$ cat src/rtl/scn_pkg.sv
`timescale 1ns / 1ps

package scn_pkg;

  // Widths fixed by the field definitions.
  localparam int ACTION_W = 2;
  localparam int OUT_W    = 12;
  localparam int NUM_AXES = 4;

  // Defaults for the top-level parameters.
  localparam int LEVEL_MAX_DEF = 1000;
  localparam int LEVEL_MIN_DEF = -1000;
  localparam int RAW_WIDTH_DEF = 11;

  // The level span is cut into eighths before scaling, and the quotient
  // is multiplied back by the same factor.
  localparam int SCALE_DIV   = 8;
  localparam int SCALE_SHIFT = 3;

  // Axis slots in the calibration store.
  localparam logic [1:0] AXIS_X     = 2'd0;
  localparam logic [1:0] AXIS_Y     = 2'd1;
  localparam logic [1:0] AXIS_PITCH = 2'd2;
  localparam logic [1:0] AXIS_ROLL  = 2'd3;

  typedef enum logic [ACTION_W-1:0] {
    ACT_NORMALIZE = 2'd0,
    ACT_CAPTURE   = 2'd1,
    ACT_WIDEN     = 2'd2
  } action_e;

endpackage

$ cat src/rtl/scn_if.sv
`timescale 1ns / 1ps

// Request channel carrying one set of raw stick readings.
interface scn_in_if import scn_pkg::*; #(
  parameter int RAW_WIDTH = RAW_WIDTH_DEF
) ();
  logic                        valid;
  logic                        ready;
  logic [ACTION_W-1:0]         action;
  logic signed [RAW_WIDTH-1:0] joy_x;
  logic signed [RAW_WIDTH-1:0] joy_y;
  logic signed [RAW_WIDTH-1:0] pitch_reading;
  logic signed [RAW_WIDTH-1:0] roll_reading;

  modport source (
    output valid, action, joy_x, joy_y, pitch_reading, roll_reading,
    input  ready
  );
  modport sink (
    input  valid, action, joy_x, joy_y, pitch_reading, roll_reading,
    output ready
  );
endinterface

// Result channel carrying the four normalized channels.
interface scn_out_if import scn_pkg::*; ();
  logic                    valid;
  logic                    ready;
  logic signed [OUT_W-1:0] channel_zero;
  logic signed [OUT_W-1:0] channel_one;
  logic signed [OUT_W-1:0] channel_two;
  logic signed [OUT_W-1:0] channel_three;

  modport source (
    output valid, channel_zero, channel_one, channel_two, channel_three,
    input  ready
  );
  modport sink (
    input  valid, channel_zero, channel_one, channel_two, channel_three,
    output ready
  );
endinterface

$ cat src/rtl/scn_serial_div.sv
`timescale 1ns / 1ps

// Restoring unsigned divider, one quotient bit per cycle.
module scn_serial_div import scn_pkg::*; #(
  parameter int NUM_W = RAW_WIDTH_DEF + 9,
  parameter int DEN_W = RAW_WIDTH_DEF
) (
  input  logic             clk_i,
  input  logic             rst_ni,
  input  logic             start_i,
  input  logic [NUM_W-1:0] dividend_i,
  input  logic [DEN_W-1:0] divisor_i,
  output logic             done_o,
  output logic [NUM_W-1:0] quotient_o
);

  localparam int CNT_W = $clog2(NUM_W + 1);

  logic [NUM_W-1:0] quo_q, quo_d;
  logic [DEN_W-1:0] rem_q, rem_d;
  logic [DEN_W-1:0] den_q, den_d;
  logic [CNT_W-1:0] cnt_q, cnt_d;
  logic             busy_q, busy_d;
  logic             done_q, done_d;

  logic [DEN_W:0]   shifted;
  logic [DEN_W:0]   trial;
  logic             fits;

  always_comb begin
    shifted = {rem_q, quo_q[NUM_W-1]};
    trial   = shifted - {1'b0, den_q};
    fits    = shifted >= {1'b0, den_q};

    quo_d  = quo_q;
    rem_d  = rem_q;
    den_d  = den_q;
    cnt_d  = cnt_q;
    busy_d = busy_q;
    done_d = 1'b0;

    if (start_i) begin
      quo_d  = dividend_i;
      rem_d  = '0;
      den_d  = divisor_i;
      cnt_d  = CNT_W'(NUM_W);
      busy_d = 1'b1;
    end else if (busy_q) begin
      quo_d = {quo_q[NUM_W-2:0], fits};
      rem_d = fits ? trial[DEN_W-1:0] : shifted[DEN_W-1:0];
      cnt_d = cnt_q - 1'b1;
      if (cnt_q == CNT_W'(1)) begin
        busy_d = 1'b0;
        done_d = 1'b1;
      end
    end
  end

  always_ff @(posedge clk_i or negedge rst_ni) begin
    if (!rst_ni) begin
      busy_q <= 1'b0;
      done_q <= 1'b0;
      cnt_q  <= '0;
    end else begin
      busy_q <= busy_d;
      done_q <= done_d;
      cnt_q  <= cnt_d;
    end
  end

  always_ff @(posedge clk_i) begin
    quo_q <= quo_d;
    rem_q <= rem_d;
    den_q <= den_d;
  end

  assign done_o     = done_q;
  assign quotient_o = quo_q;

endmodule

$ cat src/rtl/scn_cal_store.sv
`timescale 1ns / 1ps

// Per-axis zero point and calibrated range.
module scn_cal_store import scn_pkg::*; #(
  parameter int RAW_WIDTH = RAW_WIDTH_DEF
) (
  input  logic                        clk_i,
  input  logic                        rst_ni,
  input  logic                        commit_i,
  input  logic [ACTION_W-1:0]         action_i,
  input  logic signed [RAW_WIDTH-1:0] rd_i [NUM_AXES],
  input  logic [1:0]                  sel_i,
  output logic signed [RAW_WIDTH-1:0] zero_o,
  output logic signed [RAW_WIDTH-1:0] low_o,
  output logic signed [RAW_WIDTH-1:0] high_o
);

  logic signed [RAW_WIDTH-1:0] zero_q [NUM_AXES];
  logic signed [RAW_WIDTH-1:0] low_q  [NUM_AXES];
  logic signed [RAW_WIDTH-1:0] high_q [NUM_AXES];

  always_ff @(posedge clk_i or negedge rst_ni) begin
    if (!rst_ni) begin
      for (int i = 0; i < NUM_AXES; i++) begin
        zero_q[i] <= '0;
        low_q[i]  <= '0;
        high_q[i] <= '0;
      end
    end else if (commit_i) begin
      case (action_i)
        ACT_CAPTURE: begin
          for (int i = 0; i < NUM_AXES; i++) begin
            zero_q[i] <= rd_i[i];
            low_q[i]  <= rd_i[i];
            high_q[i] <= rd_i[i];
          end
        end
        ACT_WIDEN: begin
          for (int i = 0; i < NUM_AXES; i++) begin
            if (rd_i[i] < low_q[i]) low_q[i] <= rd_i[i];
            if (rd_i[i] > high_q[i]) high_q[i] <= rd_i[i];
          end
        end
        default: begin
        end
      endcase
    end
  end

  assign zero_o = zero_q[sel_i];
  assign low_o  = low_q[sel_i];
  assign high_o = high_q[sel_i];

endmodule

$ cat src/rtl/stick_axis_calibrate_normalize_top.sv
`timescale 1ns / 1ps

// Channel   Dir  Handshake                 Payload
// in_i      in   in_i.valid / in_i.ready   action, joy_x, joy_y, pitch_reading, roll_reading
// out_o     out  out_o.valid / out_o.ready channel_zero .. channel_three
// cfg       in   cfg_we_i (no wait)        cfg_wdata_i -> stick_mode_two
//
// Requests are taken only while the block is idle; NUM_W = RAW_WIDTH + bits of the
// level step (19 at the defaults). Each axis runs through a setup state, the
// bit-serial divider and a post state; a done and an idle state follow the last axis.
// The bit-serial divider sets the rate.
// Reset clears the calibration store, the mode register and all handshake state.
// A finished result waits in the output register while the next request is taken;
// the block stalls only if a second result is done before the first one is taken.

module stick_axis_calibrate_normalize_top import scn_pkg::*; #(
  parameter int LEVEL_MAX = LEVEL_MAX_DEF,
  parameter int LEVEL_MIN = LEVEL_MIN_DEF,
  parameter int RAW_WIDTH = RAW_WIDTH_DEF
) (
  input  logic      clk_i,
  input  logic      rst_ni,
  input  logic      cfg_we_i,
  input  logic      cfg_wdata_i,
  scn_in_if.sink    in_i,
  scn_out_if.source out_o
);

  // Level step per eighth of the span, and the derived datapath widths.
  localparam int STEP   = (LEVEL_MAX - LEVEL_MIN) / SCALE_DIV;
  localparam int STEP_W = $clog2(STEP + 1);
  localparam int NUM_W  = RAW_WIDTH + STEP_W;
  localparam int DIFF_W = RAW_WIDTH + 1;
  localparam int EXT_W  = ((RAW_WIDTH + 1) > OUT_W) ? (RAW_WIDTH + 2) : (OUT_W + 1);
  localparam int QS_W   = OUT_W - SCALE_SHIFT;
  // Largest quotient magnitudes that survive the clamp after the times-eight.
  localparam int QPOS   = LEVEL_MAX / SCALE_DIV;
  localparam int QNEG   = (-LEVEL_MIN) / SCALE_DIV;

  localparam logic signed [EXT_W-1:0] LMAX_E = EXT_W'(LEVEL_MAX);
  localparam logic signed [EXT_W-1:0] LMIN_E = EXT_W'(LEVEL_MIN);

  typedef enum logic [4:0] {
    S_IDLE  = 5'b00001,
    S_SETUP = 5'b00010,
    S_DIV   = 5'b00100,
    S_POST  = 5'b01000,
    S_DONE  = 5'b10000
  } state_e;

  state_e state_q, state_d;
  logic [1:0] axis_q, axis_d;
  logic       mode_q;
  logic       out_valid_q, out_valid_d;

  // Latched request; payload registers carry no reset.
  logic signed [RAW_WIDTH-1:0] rd_q [NUM_AXES];
  logic [ACTION_W-1:0]         action_q;

  // Per-axis operand flags captured at setup.
  logic                        neg_q;
  logic                        empty_q;
  logic signed [RAW_WIDTH-1:0] lo_q;

  logic signed [OUT_W-1:0] ch_q [NUM_AXES];
  logic signed [OUT_W-1:0] out_ch_q [NUM_AXES];

  logic signed [RAW_WIDTH-1:0] cal_zero, cal_low, cal_high;
  logic signed [RAW_WIDTH-1:0] rd_sel;
  logic signed [DIFF_W-1:0]    diff;
  logic signed [DIFF_W-1:0]    span;
  logic [RAW_WIDTH-1:0]        mag;
  logic [NUM_W-1:0]            num;
  logic [RAW_WIDTH-1:0]        den;

  logic             div_start;
  logic             div_done;
  logic [NUM_W-1:0] quo;

  logic signed [EXT_W-1:0] q8;
  logic signed [EXT_W-1:0] val;
  logic signed [EXT_W-1:0] val_axis;

  logic accept;
  logic out_free;
  logic commit;

  assign accept   = in_i.valid && in_i.ready;
  assign out_free = !out_valid_q || out_o.ready;
  assign commit   = state_q == S_DONE && out_free;
  assign in_i.ready = state_q == S_IDLE;

  // The calibration store is read at the axis under work and written only
  // once the result has been handed over, so results see the old state.
  scn_cal_store #(
    .RAW_WIDTH(RAW_WIDTH)
  ) u_store (
    .clk_i    (clk_i),
    .rst_ni   (rst_ni),
    .commit_i (commit),
    .action_i (action_q),
    .rd_i     (rd_q),
    .sel_i    (axis_q),
    .zero_o   (cal_zero),
    .low_o    (cal_low),
    .high_o   (cal_high)
  );

  // Operand setup: magnitude of the offset reading times the level step,
  // divided by the calibrated span, which is never negative.
  always_comb begin
    rd_sel = rd_q[axis_q];
    diff   = $signed({rd_sel[RAW_WIDTH-1], rd_sel}) -
             $signed({cal_zero[RAW_WIDTH-1], cal_zero});
    mag    = diff[DIFF_W-1] ? RAW_WIDTH'(-diff) : diff[RAW_WIDTH-1:0];
    num    = NUM_W'(mag) * NUM_W'(STEP);
    span   = $signed({cal_high[RAW_WIDTH-1], cal_high}) -
             $signed({cal_low[RAW_WIDTH-1], cal_low});
    den    = span[RAW_WIDTH-1:0];
  end

  assign div_start = state_q == S_SETUP;

  scn_serial_div #(
    .NUM_W(NUM_W),
    .DEN_W(RAW_WIDTH)
  ) u_div (
    .clk_i      (clk_i),
    .rst_ni     (rst_ni),
    .start_i    (div_start),
    .dividend_i (num),
    .divisor_i  (den),
    .done_o     (div_done),
    .quotient_o (quo)
  );

  // Post-processing: restore the sign, scale by eight and clamp. An empty
  // range bypasses scaling and returns the stored minimum. Pitch is negated.
  always_comb begin
    q8 = EXT_W'({quo[QS_W-1:0], {SCALE_SHIFT{1'b0}}});
    if (empty_q) begin
      val = $signed({{(EXT_W-RAW_WIDTH){lo_q[RAW_WIDTH-1]}}, lo_q});
    end else if (neg_q) begin
      val = (quo > NUM_W'(QNEG)) ? LMIN_E : -q8;
    end else begin
      val = (quo > NUM_W'(QPOS)) ? LMAX_E : q8;
    end
    val_axis = (axis_q == AXIS_PITCH) ? -val : val;
  end

  always_comb begin
    state_d     = state_q;
    axis_d      = axis_q;
    out_valid_d = out_valid_q;

    if (out_valid_q && out_o.ready) out_valid_d = 1'b0;

    case (state_q)
      S_IDLE: begin
        if (accept) begin
          axis_d  = '0;
          state_d = S_SETUP;
        end
      end
      S_SETUP: begin
        state_d = S_DIV;
      end
      S_DIV: begin
        if (div_done) state_d = S_POST;
      end
      S_POST: begin
        axis_d  = axis_q + 1'b1;
        state_d = (axis_q == AXIS_ROLL) ? S_DONE : S_SETUP;
      end
      S_DONE: begin
        if (out_free) begin
          out_valid_d = 1'b1;
          state_d     = S_IDLE;
        end
      end
      default: begin
        state_d = S_IDLE;
      end
    endcase
  end

  always_ff @(posedge clk_i or negedge rst_ni) begin
    if (!rst_ni) begin
      state_q     <= S_IDLE;
      axis_q      <= '0;
      out_valid_q <= 1'b0;
      mode_q      <= 1'b0;
    end else begin
      state_q     <= state_d;
      axis_q      <= axis_d;
      out_valid_q <= out_valid_d;
      if (cfg_we_i) mode_q <= cfg_wdata_i;
    end
  end

  always_ff @(posedge clk_i) begin
    if (accept) begin
      rd_q[AXIS_X]     <= in_i.joy_x;
      rd_q[AXIS_Y]     <= in_i.joy_y;
      rd_q[AXIS_PITCH] <= in_i.pitch_reading;
      rd_q[AXIS_ROLL]  <= in_i.roll_reading;
      action_q         <= in_i.action;
    end
    if (state_q == S_SETUP) begin
      neg_q   <= diff[DIFF_W-1];
      empty_q <= cal_low == cal_high;
      lo_q    <= cal_low;
    end
    if (state_q == S_POST) begin
      ch_q[axis_q] <= val_axis[OUT_W-1:0];
    end
    // With mode two clear, the outer and the inner channel pairs swap.
    if (commit) begin
      if (mode_q) begin
        out_ch_q[0] <= ch_q[AXIS_X];
        out_ch_q[1] <= ch_q[AXIS_PITCH];
        out_ch_q[2] <= ch_q[AXIS_Y];
        out_ch_q[3] <= ch_q[AXIS_ROLL];
      end else begin
        out_ch_q[0] <= ch_q[AXIS_ROLL];
        out_ch_q[1] <= ch_q[AXIS_Y];
        out_ch_q[2] <= ch_q[AXIS_PITCH];
        out_ch_q[3] <= ch_q[AXIS_X];
      end
    end
  end

  assign out_o.valid         = out_valid_q;
  assign out_o.channel_zero  = out_ch_q[0];
  assign out_o.channel_one   = out_ch_q[1];
  assign out_o.channel_two   = out_ch_q[2];
  assign out_o.channel_three = out_ch_q[3];

`ifndef NO_ASSERTIONS
  // The divider only finishes while the sequencer is waiting for it.
  a_div_done_in_div: assert property (@(posedge clk_i) disable iff (!rst_ni)
    div_done |-> state_q == S_DIV)
    else $error("divider finished outside the divide state");

  // The axis counter wraps back to the first axis after every request.
  a_axis_idle: assert property (@(posedge clk_i) disable iff (!rst_ni)
    state_q == S_IDLE |-> axis_q == AXIS_X)
    else $error("axis counter not at the first axis while idle");

  // The calibrated range never inverts, so the divisor is never negative.
  a_range_order: assert property (@(posedge clk_i) disable iff (!rst_ni)
    cal_high >= cal_low)
    else $error("calibrated maximum below minimum");

  // State is committed only in the same cycle a result is loaded.
  a_commit_loads: assert property (@(posedge clk_i) disable iff (!rst_ni)
    commit |=> out_valid_q && state_q == S_IDLE)
    else $error("commit without a result being loaded");
`endif

endmodule

$ cat src/flat_wrapper.sv
// flat-port wrapper written by rule: the top's interface ports become plain ports
module stick_axis_calibrate_normalize_top_flat import scn_pkg::*;
#(
  parameter int LEVEL_MAX = LEVEL_MAX_DEF,
  parameter int LEVEL_MIN = LEVEL_MIN_DEF,
  parameter int RAW_WIDTH = RAW_WIDTH_DEF
)
  (clk_i, rst_ni, cfg_we_i, cfg_wdata_i, in_i_valid, in_i_action, in_i_joy_x, in_i_joy_y, in_i_pitch_reading, in_i_roll_reading, in_i_ready, out_o_valid, out_o_channel_zero, out_o_channel_one, out_o_channel_two, out_o_channel_three, out_o_ready);
  scn_in_if #(.RAW_WIDTH(RAW_WIDTH)) in_i_i ();
  scn_out_if out_o_i ();
  input  logic clk_i;
  input  logic rst_ni;
  input  logic cfg_we_i;
  input  logic cfg_wdata_i;
  input wire logic [$bits(in_i_i.valid)-1:0] in_i_valid;
  input wire logic [$bits(in_i_i.action)-1:0] in_i_action;
  input wire logic [$bits(in_i_i.joy_x)-1:0] in_i_joy_x;
  input wire logic [$bits(in_i_i.joy_y)-1:0] in_i_joy_y;
  input wire logic [$bits(in_i_i.pitch_reading)-1:0] in_i_pitch_reading;
  input wire logic [$bits(in_i_i.roll_reading)-1:0] in_i_roll_reading;
  output wire logic [$bits(in_i_i.ready)-1:0] in_i_ready;
  output wire logic [$bits(out_o_i.valid)-1:0] out_o_valid;
  output wire logic [$bits(out_o_i.channel_zero)-1:0] out_o_channel_zero;
  output wire logic [$bits(out_o_i.channel_one)-1:0] out_o_channel_one;
  output wire logic [$bits(out_o_i.channel_two)-1:0] out_o_channel_two;
  output wire logic [$bits(out_o_i.channel_three)-1:0] out_o_channel_three;
  input wire logic [$bits(out_o_i.ready)-1:0] out_o_ready;
  assign in_i_i.valid = in_i_valid;
  assign in_i_i.action = in_i_action;
  assign in_i_i.joy_x = in_i_joy_x;
  assign in_i_i.joy_y = in_i_joy_y;
  assign in_i_i.pitch_reading = in_i_pitch_reading;
  assign in_i_i.roll_reading = in_i_roll_reading;
  assign in_i_ready = in_i_i.ready;
  assign out_o_valid = out_o_i.valid;
  assign out_o_channel_zero = out_o_i.channel_zero;
  assign out_o_channel_one = out_o_i.channel_one;
  assign out_o_channel_two = out_o_i.channel_two;
  assign out_o_channel_three = out_o_i.channel_three;
  assign out_o_i.ready = out_o_ready;
  stick_axis_calibrate_normalize_top #(.LEVEL_MAX(LEVEL_MAX), .LEVEL_MIN(LEVEL_MIN), .RAW_WIDTH(RAW_WIDTH)) u_core (.clk_i(clk_i), .rst_ni(rst_ni), .cfg_we_i(cfg_we_i), .cfg_wdata_i(cfg_wdata_i), .in_i(in_i_i), .out_o(out_o_i));
endmodule
$ cat config.mk
export PLATFORM = sky130hd
export DESIGN_NAME = stick_axis_calibrate_normalize_top_flat
export DESIGN_NICKNAME = d
export VERILOG_FILES = /design/src/rtl/scn_pkg.sv /design/src/rtl/scn_if.sv /design/src/rtl/scn_serial_div.sv /design/src/rtl/scn_cal_store.sv /design/src/rtl/stick_axis_calibrate_normalize_top.sv /design/src/flat_wrapper.sv
export SDC_FILE = /design/constraint.sdc
export NUM_CORES = 1
export LEC_CHECK = 0
export BUFFER_PORTS_ARGS = -buffer_cell sky130_fd_sc_hd__buf_2
export CORE_UTILIZATION = 50
export CTS_BUF_LIST = sky130_fd_sc_hd__clkbuf_8
export CTS_CLUSTER_SIZE = 8
export DETAILED_ROUTE_END_ITERATION = 8
export GPL_ROUTABILITY_DRIVEN = 1
export MAX_ROUTING_LAYER = met4
export PLACE_DENSITY = 0.67
export SLEW_MARGIN = 40
export SYNTH_ARGS = -nofsm -noshare
export SYNTH_HDL_FRONTEND = slang
export SYNTH_SLANG_ARGS = --single-unit
$ cat constraint.sdc
create_clock -name clk_i -period 10.9 [get_ports clk_i]
set_clock_uncertainty 0.1 [all_clocks]
set_input_delay 2.18 -clock clk_i [delete_from_list [all_inputs] [get_ports clk_i]]
set_output_delay 2.18 -clock clk_i [all_outputs]
set_load 0.02 [all_outputs]
==> impl_metrics.ini, run 1 <==
[place]
hpwl_um = 33500
portBuffers = 101
globalplace.congestion = 0.927

[floorplanning]
boundaryPins = 102
die_w_um = 202
row_count = 72
coreArea_um2 = 39000
initial_core_util_pct = 51.1
dieArea_um2 = 40600
die_h_um = 202

[cells_and_area]
layout_commonest_cell = inv_1
final_cell_mix = inv_1, nand2_1, edfxtp_1
nets = 2075
n_fill_cell = 3243
seq_area_um2 = 9470
multi_input_area_um2 = 9570
area_delta_synth_final_pct = 11.4
diodes = 0
layout-drive-gt1-share_pct = 21.6

[flow_run]
drv_cap = 0

[detailed_routing]
dr.pass1.iters = 5
vias = 13187
drt_drc_violations_left = 0
drt_iter0_markers = 801
vias_per_cell = 5.53
post_drt_wl_per_cell_um = 18.8
ant_nets = 0
wirelength_um = 44900

[timing]
fin_crit_sh_pct = 76.8
fin_crit_ns = 8.37
drv_slew = 0
slew_headroom_pct = 46.3
finalSetupTns_ns = 0
max_freq_mhz = 119
tightest_slew_ns = 0.803
final_hold_viol_count = 0
rsz0062_at_grt = no
finalSetupViolCount = 0

[clock_network]
cts_setup_buffers = 0
insertion_delay_ns = 0.65
clock_tree.buffer_depth = 3
cts_made_buffers = 58
clk_pin_slew_ns = 0.06
cts_hold_buf = 0
cts_tree = built
cts_resized = 0
clock_sinks = 344
h-tree-depth = 2
cts_root_buffer = clkbuf_8

[setup_path]
path_class = flip-flop to flip-flop
timing.rr.end = u_core.u_div.quotient_o[18]$_DFFE_PP_
r2r_cells = 24
path_cells = buf_4 -> mux4_2 -> ha_1 -> o21ai_0 -> nand2b_1 -> a31oi_1 -> a31oi_1 -> a41oi_1 -> xnor2_1 -> inv_1 -> ha_1 -> inv_1 -> fa_1 -> fa_1 -> fa_1 -> inv_1 -> ha_1 -> o21ai_0 -> nor2_1 -> o41ai_1 -> o211ai_1 -> a31oi_1 -> xnor2_1 -> o21ai_0
endpoint_kind = flip-flop
cp-start-kind = flip-flop
crit_family = adder cells
cp_data_arrival_time_ns = 8.63
path_buf_inv = 4
cp_slowest_cell = dfrtp_2
reg2reg_from = u_core.axis_q[0]$_DFFE_PN0P_
timing.critical_path.required_ns = 11.16
r2r_slack_ns = 2.53
cp.depth = 24
path_max_fanout = 30
max_stage_delay_ns = 0.76

[outcome]
status = completed

[synth]
yosys_register_bits = 344
yosys_most_used_dff = edfxtp_1
netlist_instances = 1691
yosysUniqueCellTypes = 76
synthesis.nets = 1947
synth_edf_count = 184
yosysWarnings = 0
syn_avg_cell_area_um2 = 11.8
synth_area_um2 = 19900
async_flop_share_pct = 43.0
ys_seq_area_share_pct = 47.5

[global_routing]
grt_max_degree = 98
grt_pass1_wl_um = 72500
antenna_found_initial = 0
grt_pass1_vias = 13491
grt-ovfl-total = 0
grt_usage_pct = 23.7

[hold_path]
hp-class = flip-flop to flip-flop
hold_end = u_core.u_store.zero_q[2]$_DFFE_PN0P_
hp-start = u_core.u_store.zero_q[2]$_DFFE_PN0P_
holdPathStages = 2
-- worst max path at each step --
stage | slack (ns) | from | to
2_1_floorplan | 3.00 | u_core.axis_q[1]$_DFFE_PN0P_ | u_core.u_div.quotient_o[18]$_DFFE_PP_
3_3_place_gp | 2.68 | u_core.axis_q[0]$_DFFE_PN0P_ | u_core.u_div.quotient_o[18]$_DFFE_PP_
3_5_place_dp | 2.51 | u_core.axis_q[0]$_DFFE_PN0P_ | u_core.u_div.quotient_o[18]$_DFFE_PP_
4_1_cts | 2.50 | u_core.axis_q[0]$_DFFE_PN0P_ | u_core.u_div.quotient_o[18]$_DFFE_PP_
5_1_grt | 1.83 | u_core.axis_q[0]$_DFFE_PN0P_ | u_core.u_div.quotient_o[18]$_DFFE_PP_
6_report | 2.53 | u_core.axis_q[0]$_DFFE_PN0P_ | u_core.u_div.quotient_o[18]$_DFFE_PP_
-- through the flow --
stage | instances | cell area, um^2 | utilization, % | setup WS, ns | hold slack [ns]
after floorplan | 1691 | 19900 | - | 3.00 | 0.326
after global placement | 2274 | 21000 | 53.9 | 2.68 | 0.339
after detailed placement | 2276 | 21100 | 54.1 | 2.51 | 0.359
after CTS | 2383 | 22200 | 56.8 | 2.50 | 0.374
after global routing | 2384 | 22200 | 56.9 | 1.83 | 0.403
final | 2384 | 22200 | 56.9 | 2.53 | 0.374
-- metal layers --
metal	global-route usage, %	part of all wire [%]	vias to the layer above
met5	-	0	-
met1	29.6	44	6480
met4	7.39	2.5	0
met2	39.8	50	318
met3	3.37	4.4	83
li1	-	-	6306
-- cells in the mapped netlist (all sizes together), types with 6 or more instances --
cell | count | share of area, %
and3 | 8 | 0.25
nor2b | 22 | 0.69
edfxtp | 184 | 28
fa | 35 | 3.5
a211oi | 12 | 0.48
mux2 | 140 | 7.9
nor3 | 24 | 0.60
nand2 | 185 | 3.5
xor2 | 27 | 1.2
dfxtp | 12 | 1.2
dfrtp | 147 | 18
a211o | 6 | 0.26
o21ai | 61 | 1.6
a21oi | 40 | 1.0
o21a | 15 | 0.57
a31oi | 10 | 0.31
a21o | 23 | 0.87
o31a | 6 | 0.27
nand4 | 10 | 0.31
xnor2 | 36 | 1.6
mux2i | 10 | 0.50
nor2 | 59 | 1.1
inv | 198 | 3.7
ha | 169 | 11
nor4 | 8 | 0.25
nand2b | 20 | 0.63
buf | 18 | 0.37
clkbuf | 31 | 0.58
or2 | 7 | 0.22
nand3 | 29 | 0.73
o31ai | 9 | 0.34
mux4 | 44 | 5.0
o211ai | 9 | 0.34
-- sequential cells by signal, indices dropped and copies added (netlist names), 2 cells and up --
| signal | flops |
|---|---|
| u_core.out_ch_q | 48 |
| u_core.ch_q | 48 |
| u_core.u_store.high_q | 44 |
| u_core.u_store.zero_q | 44 |
| u_core.u_div.quotient_o | 19 |
| u_core.u_div.cnt_q | 5 |
| u_core.action_q | 2 |
| u_core.axis_q | 2 |
| u_core.u_div.rem_q | 11 |
| u_core.lo_q | 11 |
| u_core.rd_q | 44 |
| u_core.u_div.den_q | 11 |
| u_core.state_q | 5 |
| u_core.u_store.low_q | 44 |
-- cell families (layout without fill, tap and decap cells) --
| kind of cell | after synthesis | after routing | share of synthesized area, % |
|---|---|---|---|
| AOI/OAI and AO/OA | 239 | 239 | 8.15 |
| buffers and inverters | 249 | 424 | 4.72 |
| and+or+nand+nor | 398 | 398 | 9.29 |
| DFF | 344 | 344 | 47.5 |
| adders and majority gates | 204 | 204 | 14.1 |
| xor gates and xnor gates | 63 | 63 | 2.77 |
| muxes | 194 | 194 | 13.4 |
-- cell type report --
cell class              count  share of cell area (%)
multi-input cells        1098                    43.1
flip-flops and latches    344                    42.7
clock buffers              63                    3.91
inverters                 200                    3.40
repair buffers            117                    3.02
well taps                 518                    2.92
clock inverters            44                   0.925
-- worst reg2reg max path, stage by stage (launching register included) --
cell and delay, ns:
dfrtp_2 0.76, buf_4 0.57, mux4_2 0.58, ha_1 0.36, o21ai_0 0.10, nand2b_1 0.15, a31oi_1 0.17, a31oi_1 0.59
a41oi_1 0.13, xnor2_1 0.64, inv_1 0.18, ha_1 0.34, inv_1 0.06, fa_1 0.56, fa_1 0.44, fa_1 0.51
inv_1 0.04, ha_1 0.33, o21ai_0 0.09, nor2_1 0.08, o41ai_1 0.62, o211ai_1 0.21, a31oi_1 0.24, xnor2_1 0.15
o21ai_0 0.09
Power of run 1 is not shown: default switching activity piles up to over one toggle a cycle in this logic, so the estimate is an artifact.
==> run 2: changes to the inputs <==
--- a/config.mk
+++ b/config.mk
@@ -5,6 +5,7 @@
 export SDC_FILE = /design/constraint.sdc
 export NUM_CORES = 1
 export LEC_CHECK = 0
+export ABC_AREA = 1
 export BUFFER_PORTS_ARGS = -buffer_cell sky130_fd_sc_hd__buf_2
 export CORE_UTILIZATION = 50
 export CTS_BUF_LIST = sky130_fd_sc_hd__clkbuf_8
@@ -12,7 +13,7 @@
 export DETAILED_ROUTE_END_ITERATION = 8
 export GPL_ROUTABILITY_DRIVEN = 1
 export MAX_ROUTING_LAYER = met4
-export PLACE_DENSITY = 0.67
+export PLACE_DENSITY = 0.7
 export SLEW_MARGIN = 40
 export SYNTH_ARGS = -nofsm -noshare
 export SYNTH_HDL_FRONTEND = slang
==> constraint.sdc (replaced) <==
create_clock -name clk_i -period 7.62 [get_ports clk_i]
set_clock_uncertainty 0.1 [all_clocks]
set_input_delay 1.524 -clock clk_i [delete_from_list [all_inputs] [get_ports clk_i]]
set_output_delay 1.524 -clock clk_i [all_outputs]
set_load 0.02 [all_outputs]
==> impl_metrics.ini, run 2 <==
[synth]
synth_top_cell_by_area = edfxtp_1
synthTopCellsByArea = edfxtp_1, dfrtp_1, ha_1
syn_avg_cell_area_um2 = 9.13
yosys_register_bits = 344
yosysWarnings = 0
yosys_most_used_dff = edfxtp_1
yosysMostFrequentCell = nand2_1
synthesis.nets = 2528
netlist_instances = 2272
synth_commonest_cells = nand2_1, inv_1, edfxtp_1, a21oi_1, ha_1
synth_edf_count = 184
synth_area_um2 = 20800
yosysUniqueCellTypes = 57
synth_top_cell_area_share_pct = 26.6
async_flop_share_pct = 43.0
ys_seq_area_share_pct = 45.6

[detailed_routing]
post_drt_wl_per_cell_um = 18.3
vias = 15849
wirelength_um = 54200
vias_per_cell = 5.35
drt_drc_violations_left = 0
ant_nets = 0
dr.pass1.iters = 5
drt_iter0_markers = 1307

[floorplanning]
die_h_um = 206
initial_core_util_pct = 50.7
row_count = 74
coreArea_um2 = 40900
dieArea_um2 = 42300
boundaryPins = 102
die_w_um = 206

[timing]
fin_crit_sh_pct = 92.0
tightest_slew_ns = 0.773
max_freq_mhz = 143
final_hold_viol_count = 0
fin_crit_ns = 7.01
finalSetupTns_ns = 0
slew_headroom_pct = 48.5
rsz0062_at_grt = no
finalSetupViolCount = 0
drv_slew = 0

[clock_network]
cts_setup_buffers = 0
cts_resized = 0
clk_pin_slew_ns = 0.06
h-tree-depth = 2
insertion_delay_ns = 0.68
cts_hold_buf = 0
clock_tree.buffer_depth = 3
cts_root_buffer = clkbuf_8
cts_tree = built
cts_made_buffers = 60
clock_sinks = 344

[cells_and_area]
stdcell_area_um2 = 23000
diodes = 0
final_cell_mix = nand2_1, inv_1, edfxtp_1
layout-drive-gt1-share_pct = 14.6
layout_commonest_cell = nand2_1
nets = 2638
area_delta_synth_final_pct = 10.7
top_regs = u_core.ch_q x48, u_core.out_ch_q x48

[setup_path]
cp_data_arrival_time_ns = 7.33
r2r_slack_ns = 0.61
path_class = flip-flop to flip-flop
cp.depth = 27
crit_family = adder cells
max_stage_delay_ns = 0.60
cp-start-kind = flip-flop
timing.critical_path.required_ns = 7.95
path_max_fanout = 27
timing.rr.end = u_core.u_div.quotient_o[14]$_DFFE_PP_
r2r_cells = 27
path_common_cell = fa_1
path_buf_inv = 5
endpoint_kind = flip-flop
cp_slowest_cell = fa_1
reg2reg_from = u_core.axis_q[0]$_DFFE_PN0P_

[global_routing]
grt-ovfl-total = 0
grt_pass1_wl_um = 85000
grt_max_degree = 97
grt_pass1_vias = 15650
grt_usage_pct = 27.3
antenna_found_initial = 0

[place]
hpwl_um = 41900
dpl-instance-area_um2 = 21700
portBuffers = 101
globalplace.congestion = 1.00

[flow_run]
drv_cap = 0

[outcome]
status = completed

[hold_path]
holdPathStages = 2
hp-start = u_core.u_div.rem_q[4]$_SDFFE_PP0P_
hold_end = u_core.u_div.rem_q[4]$_SDFFE_PP0P_
hp-class = flip-flop to flip-flop
run 2: changes by cell type after synthesis, sizes merged, moves of 20 or more:
cell	change
nand2	+313
o21ai	+185
inv	+155
a21oi	+140
mux2	-140
nor2	+69
mux4	-44
nand3	+39
nor2b	-22
nand2b	-20
run 2: stage by stage:
step           setup slack (ns)  instances  utilization [%]  hold slack (ns)
2_1_floorplan             0.855       2272                -            0.348
3_3_place_gp              0.706       2851             53.0            0.364
3_5_place_dp              0.554       2852             53.1            0.371
4_1_cts                   0.518       2963             56.1            0.379
5_1_grt                  0.0448       2963             56.1            0.402
6_report                  0.613       2963             56.1            0.377
run 2: layout make-up:
class / count / area (um^2)
Fill cell: 3701 / 17900
Multi-Input combinational cell: 1501 / 9560
Sequential cell: 344 / 9470
Inverter: 354 / 1340
Clock buffer: 64 / 881
Timing Repair Buffer: 121 / 706
Tap cell: 532 / 666
Clock inverter: 47 / 358
run 2: worst min-delay path: cells and delay by family (launching register included):
kind             cells  cell delay (ns)
flip-flops           1             0.33
AND/OR/NAND/NOR      2             0.11
run 2: per-layer routing:
layer  vias to the layer above  wire length [um]  GRT usage, %  share of wire (%)
li1                       7777                 -             -                  -
met5                         -                 0             -                  0
met2                       402             26500          46.1                 49
met4                         0              2350          11.7                4.3
met3                       133              2410          3.34                4.4
met1                      7537             22900          32.9                 42
run 2: worst max path at each step:
stage	startpoint	endpoint	slack (ns)
2_1_floorplan	u_core.axis_q[0]$_DFFE_PN0P_	u_core.u_div.quotient_o[14]$_DFFE_PP_	0.85
3_3_place_gp	u_core.axis_q[0]$_DFFE_PN0P_	u_core.u_div.quotient_o[18]$_DFFE_PP_	0.71
3_5_place_dp	u_core.axis_q[1]$_DFFE_PN0P_	u_core.u_div.quotient_o[14]$_DFFE_PP_	0.55
4_1_cts	u_core.axis_q[1]$_DFFE_PN0P_	u_core.u_div.quotient_o[14]$_DFFE_PP_	0.52
5_1_grt	u_core.axis_q[0]$_DFFE_PN0P_	u_core.u_div.quotient_o[18]$_DFFE_PP_	0.04
6_report	u_core.axis_q[0]$_DFFE_PN0P_	u_core.u_div.quotient_o[14]$_DFFE_PP_	0.61
run 2: cells by family after synthesis:
group	synth area share [%]
AO/OA/AOI/OAI	14.5
XOR/XNOR	2.45
adder cells (fa/ha/maj)	13.6
buffers and inverters	8.39
flip-flops	45.6
multiplexers	0.0482
AND/OR/NAND/NOR	15.4
Power of run 2 is left out for the same reason.
==> run 3: changes to the inputs <==
--- a/config.mk
+++ b/config.mk
@@ -7,13 +7,13 @@
 export LEC_CHECK = 0
 export ABC_AREA = 1
 export BUFFER_PORTS_ARGS = -buffer_cell sky130_fd_sc_hd__buf_2
-export CORE_UTILIZATION = 50
+export CORE_UTILIZATION = 54
 export CTS_BUF_LIST = sky130_fd_sc_hd__clkbuf_8
 export CTS_CLUSTER_SIZE = 8
 export DETAILED_ROUTE_END_ITERATION = 8
 export GPL_ROUTABILITY_DRIVEN = 1
 export MAX_ROUTING_LAYER = met4
-export PLACE_DENSITY = 0.7
+export PLACE_DENSITY = 0.74
 export SLEW_MARGIN = 40
 export SYNTH_ARGS = -nofsm -noshare
 export SYNTH_HDL_FRONTEND = slang
==> impl_metrics.ini, run 3 (synthesis gave the netlist of run 2 again) <==
[outcome]
status = completed

[detailed_routing]
ant_nets = 0
dr.pass1.iters = 6
drt_iter0_markers = 1165
drt_drc_violations_left = 0
vias = 15811
post_drt_wl_per_cell_um = 18.0
vias_per_cell = 5.38
wirelength_um = 52900

[setup_path]
cp.depth = 25
path_common_cell = fa_1
path_class = flip-flop to flip-flop
path_buf_inv = 4
crit_family = adder cells
r2r_cells = 25
cp_data_arrival_time_ns = 7.38
crit_end = u_core.u_div.quotient_o[14]$_DFFE_PP_
cp_slowest_cell = fa_1
path_max_fanout = 41
timing.critical_path.required_ns = 7.94
timing.rr.end = u_core.u_div.quotient_o[14]$_DFFE_PP_
r2r_slack_ns = 0.56
max_stage_delay_ns = 0.62
reg2reg_from = u_core.axis_q[0]$_DFFE_PN0P_
cp-start-kind = flip-flop
critPathLaunch = u_core.axis_q[0]$_DFFE_PN0P_
endpoint_kind = flip-flop

[floorplanning]
coreArea_um2 = 37800
initial_core_util_pct = 55.0
boundaryPins = 102
die_h_um = 198
dieArea_um2 = 39200
row_count = 71
die_w_um = 198

[clock_network]
h-tree-depth = 2
cts_tree = built
insertion_delay_ns = 0.67
cts_hold_buf = 0
clock_tree.buffer_depth = 3
cts_made_buffers = 59
clk_pin_slew_ns = 0.06
clock_sinks = 344
cts_root_buffer = clkbuf_8

[timing]
fin_crit_sh_pct = 92.7
rsz0062_at_grt = no
finalSetupViolCount = 0
drv_slew = 0
max_freq_mhz = 142
slew_headroom_pct = 45.7
finalSetupTns_ns = 0
fin_crit_ns = 7.06
final_hold_viol_count = 0
tightest_slew_ns = 0.808

[place]
hpwl_um = 40400
portBuffers = 101
globalplace.congestion = 0.990

[flow_run]
drv_cap = 0

[cells_and_area]
layout_commonest_cell = nand2_1
multi_input_area_um2 = 9570
top_regs = u_core.ch_q x48, u_core.out_ch_q x48
seq_area_um2 = 9470
final_cell_mix = nand2_1, inv_1, edfxtp_1
area_delta_synth_final_pct = 10.3
layout-drive-gt1-share_pct = 14.7
diodes = 0
n_fill_cell = 3254
nets = 2632

[global_routing]
grt_max_degree = 97
antenna_found_initial = 0
grt_pass1_wl_um = 83300
grt-ovfl-total = 0
grt_usage_pct = 28.8
grt_pass1_vias = 15731

[hold_path]
hp-class = flip-flop to flip-flop
## run 3: changes by cell type in the layout (fill, tap and decap cells not counted), moves of 2 or more
cell       delta
buf_4         -6
bufinv_16     -4
clkbuf_8      +4
nor2_1        -3
nor2_2        +3
clkinv_1      -2
inv_12        -2
## run 3: routing by layer
metal	part of all wire (%)	vias up	GRT usage (%)
li1	-	7759	-
met1	42	7443	34.7
met2	49	462	47.7
met3	4.6	147	3.76
met4	4.8	0	14.0
met5	0	-	-
## run 3: area by class of cell
cell class,count,area share (%)
clock buffer,69,4.15
sequential,344,41.4
multi-input combinational,1501,41.8
inverter,354,5.84
tap,511,2.79
timing repair buffer,116,3.00
clock inverter,43,1.03
## run 3: how the worst min path moves through the flow
stage                                               start                               endpoint  cells after the start
global route        u_core.u_store.high_q[27]$_DFFE_PN0P_  u_core.u_store.high_q[27]$_DFFE_PN0P_                      2
finish              u_core.u_store.high_q[27]$_DFFE_PN0P_  u_core.u_store.high_q[27]$_DFFE_PN0P_                      2
floorplan           u_core.u_store.zero_q[11]$_DFFE_PN0P_  u_core.u_store.zero_q[11]$_DFFE_PN0P_                      2
detailed placement  u_core.u_store.high_q[28]$_DFFE_PN0P_  u_core.u_store.high_q[28]$_DFFE_PN0P_                      2
global placement    u_core.u_store.high_q[31]$_DFFE_PN0P_  u_core.u_store.high_q[31]$_DFFE_PN0P_                      2
CTS                    u_core.u_div.rem_q[3]$_SDFFE_PP0P_     u_core.u_div.rem_q[3]$_SDFFE_PP0P_                      2
## run 3: per-stage QoR
stage / utilization, % / hold WS (ns) / instances / setup WS, ns / instance area (um^2)
4_1_cts: 60.5 / 0.382 / 2937 / 0.373 / 22900
3_5_place_dp: 57.4 / 0.367 / 2825 / 0.395 / 21700
5_1_grt: 60.6 / 0.391 / 2938 / 0.00623 / 22900
6_report: 60.6 / 0.382 / 2938 / 0.557 / 22900
2_1_floorplan: - / 0.348 / 2272 / 0.855 / 20800
3_3_place_gp: 57.3 / 0.365 / 2824 / 0.474 / 21600
## run 3: worst min-delay path: cells and delay by family (launching register included)
| family | cells | cell delay, ns |
|---|---|---|
| flops | 1 | 0.34 |
| simple gates | 1 | 0.06 |
| compound gates | 1 | 0.05 |
## run 3: repair_timing
action	CTS	global route
resized for setup	0	4
endpoints found under the setup margin	0	7
setup buffers	0	0
Power of run 3 is left out for the same reason.
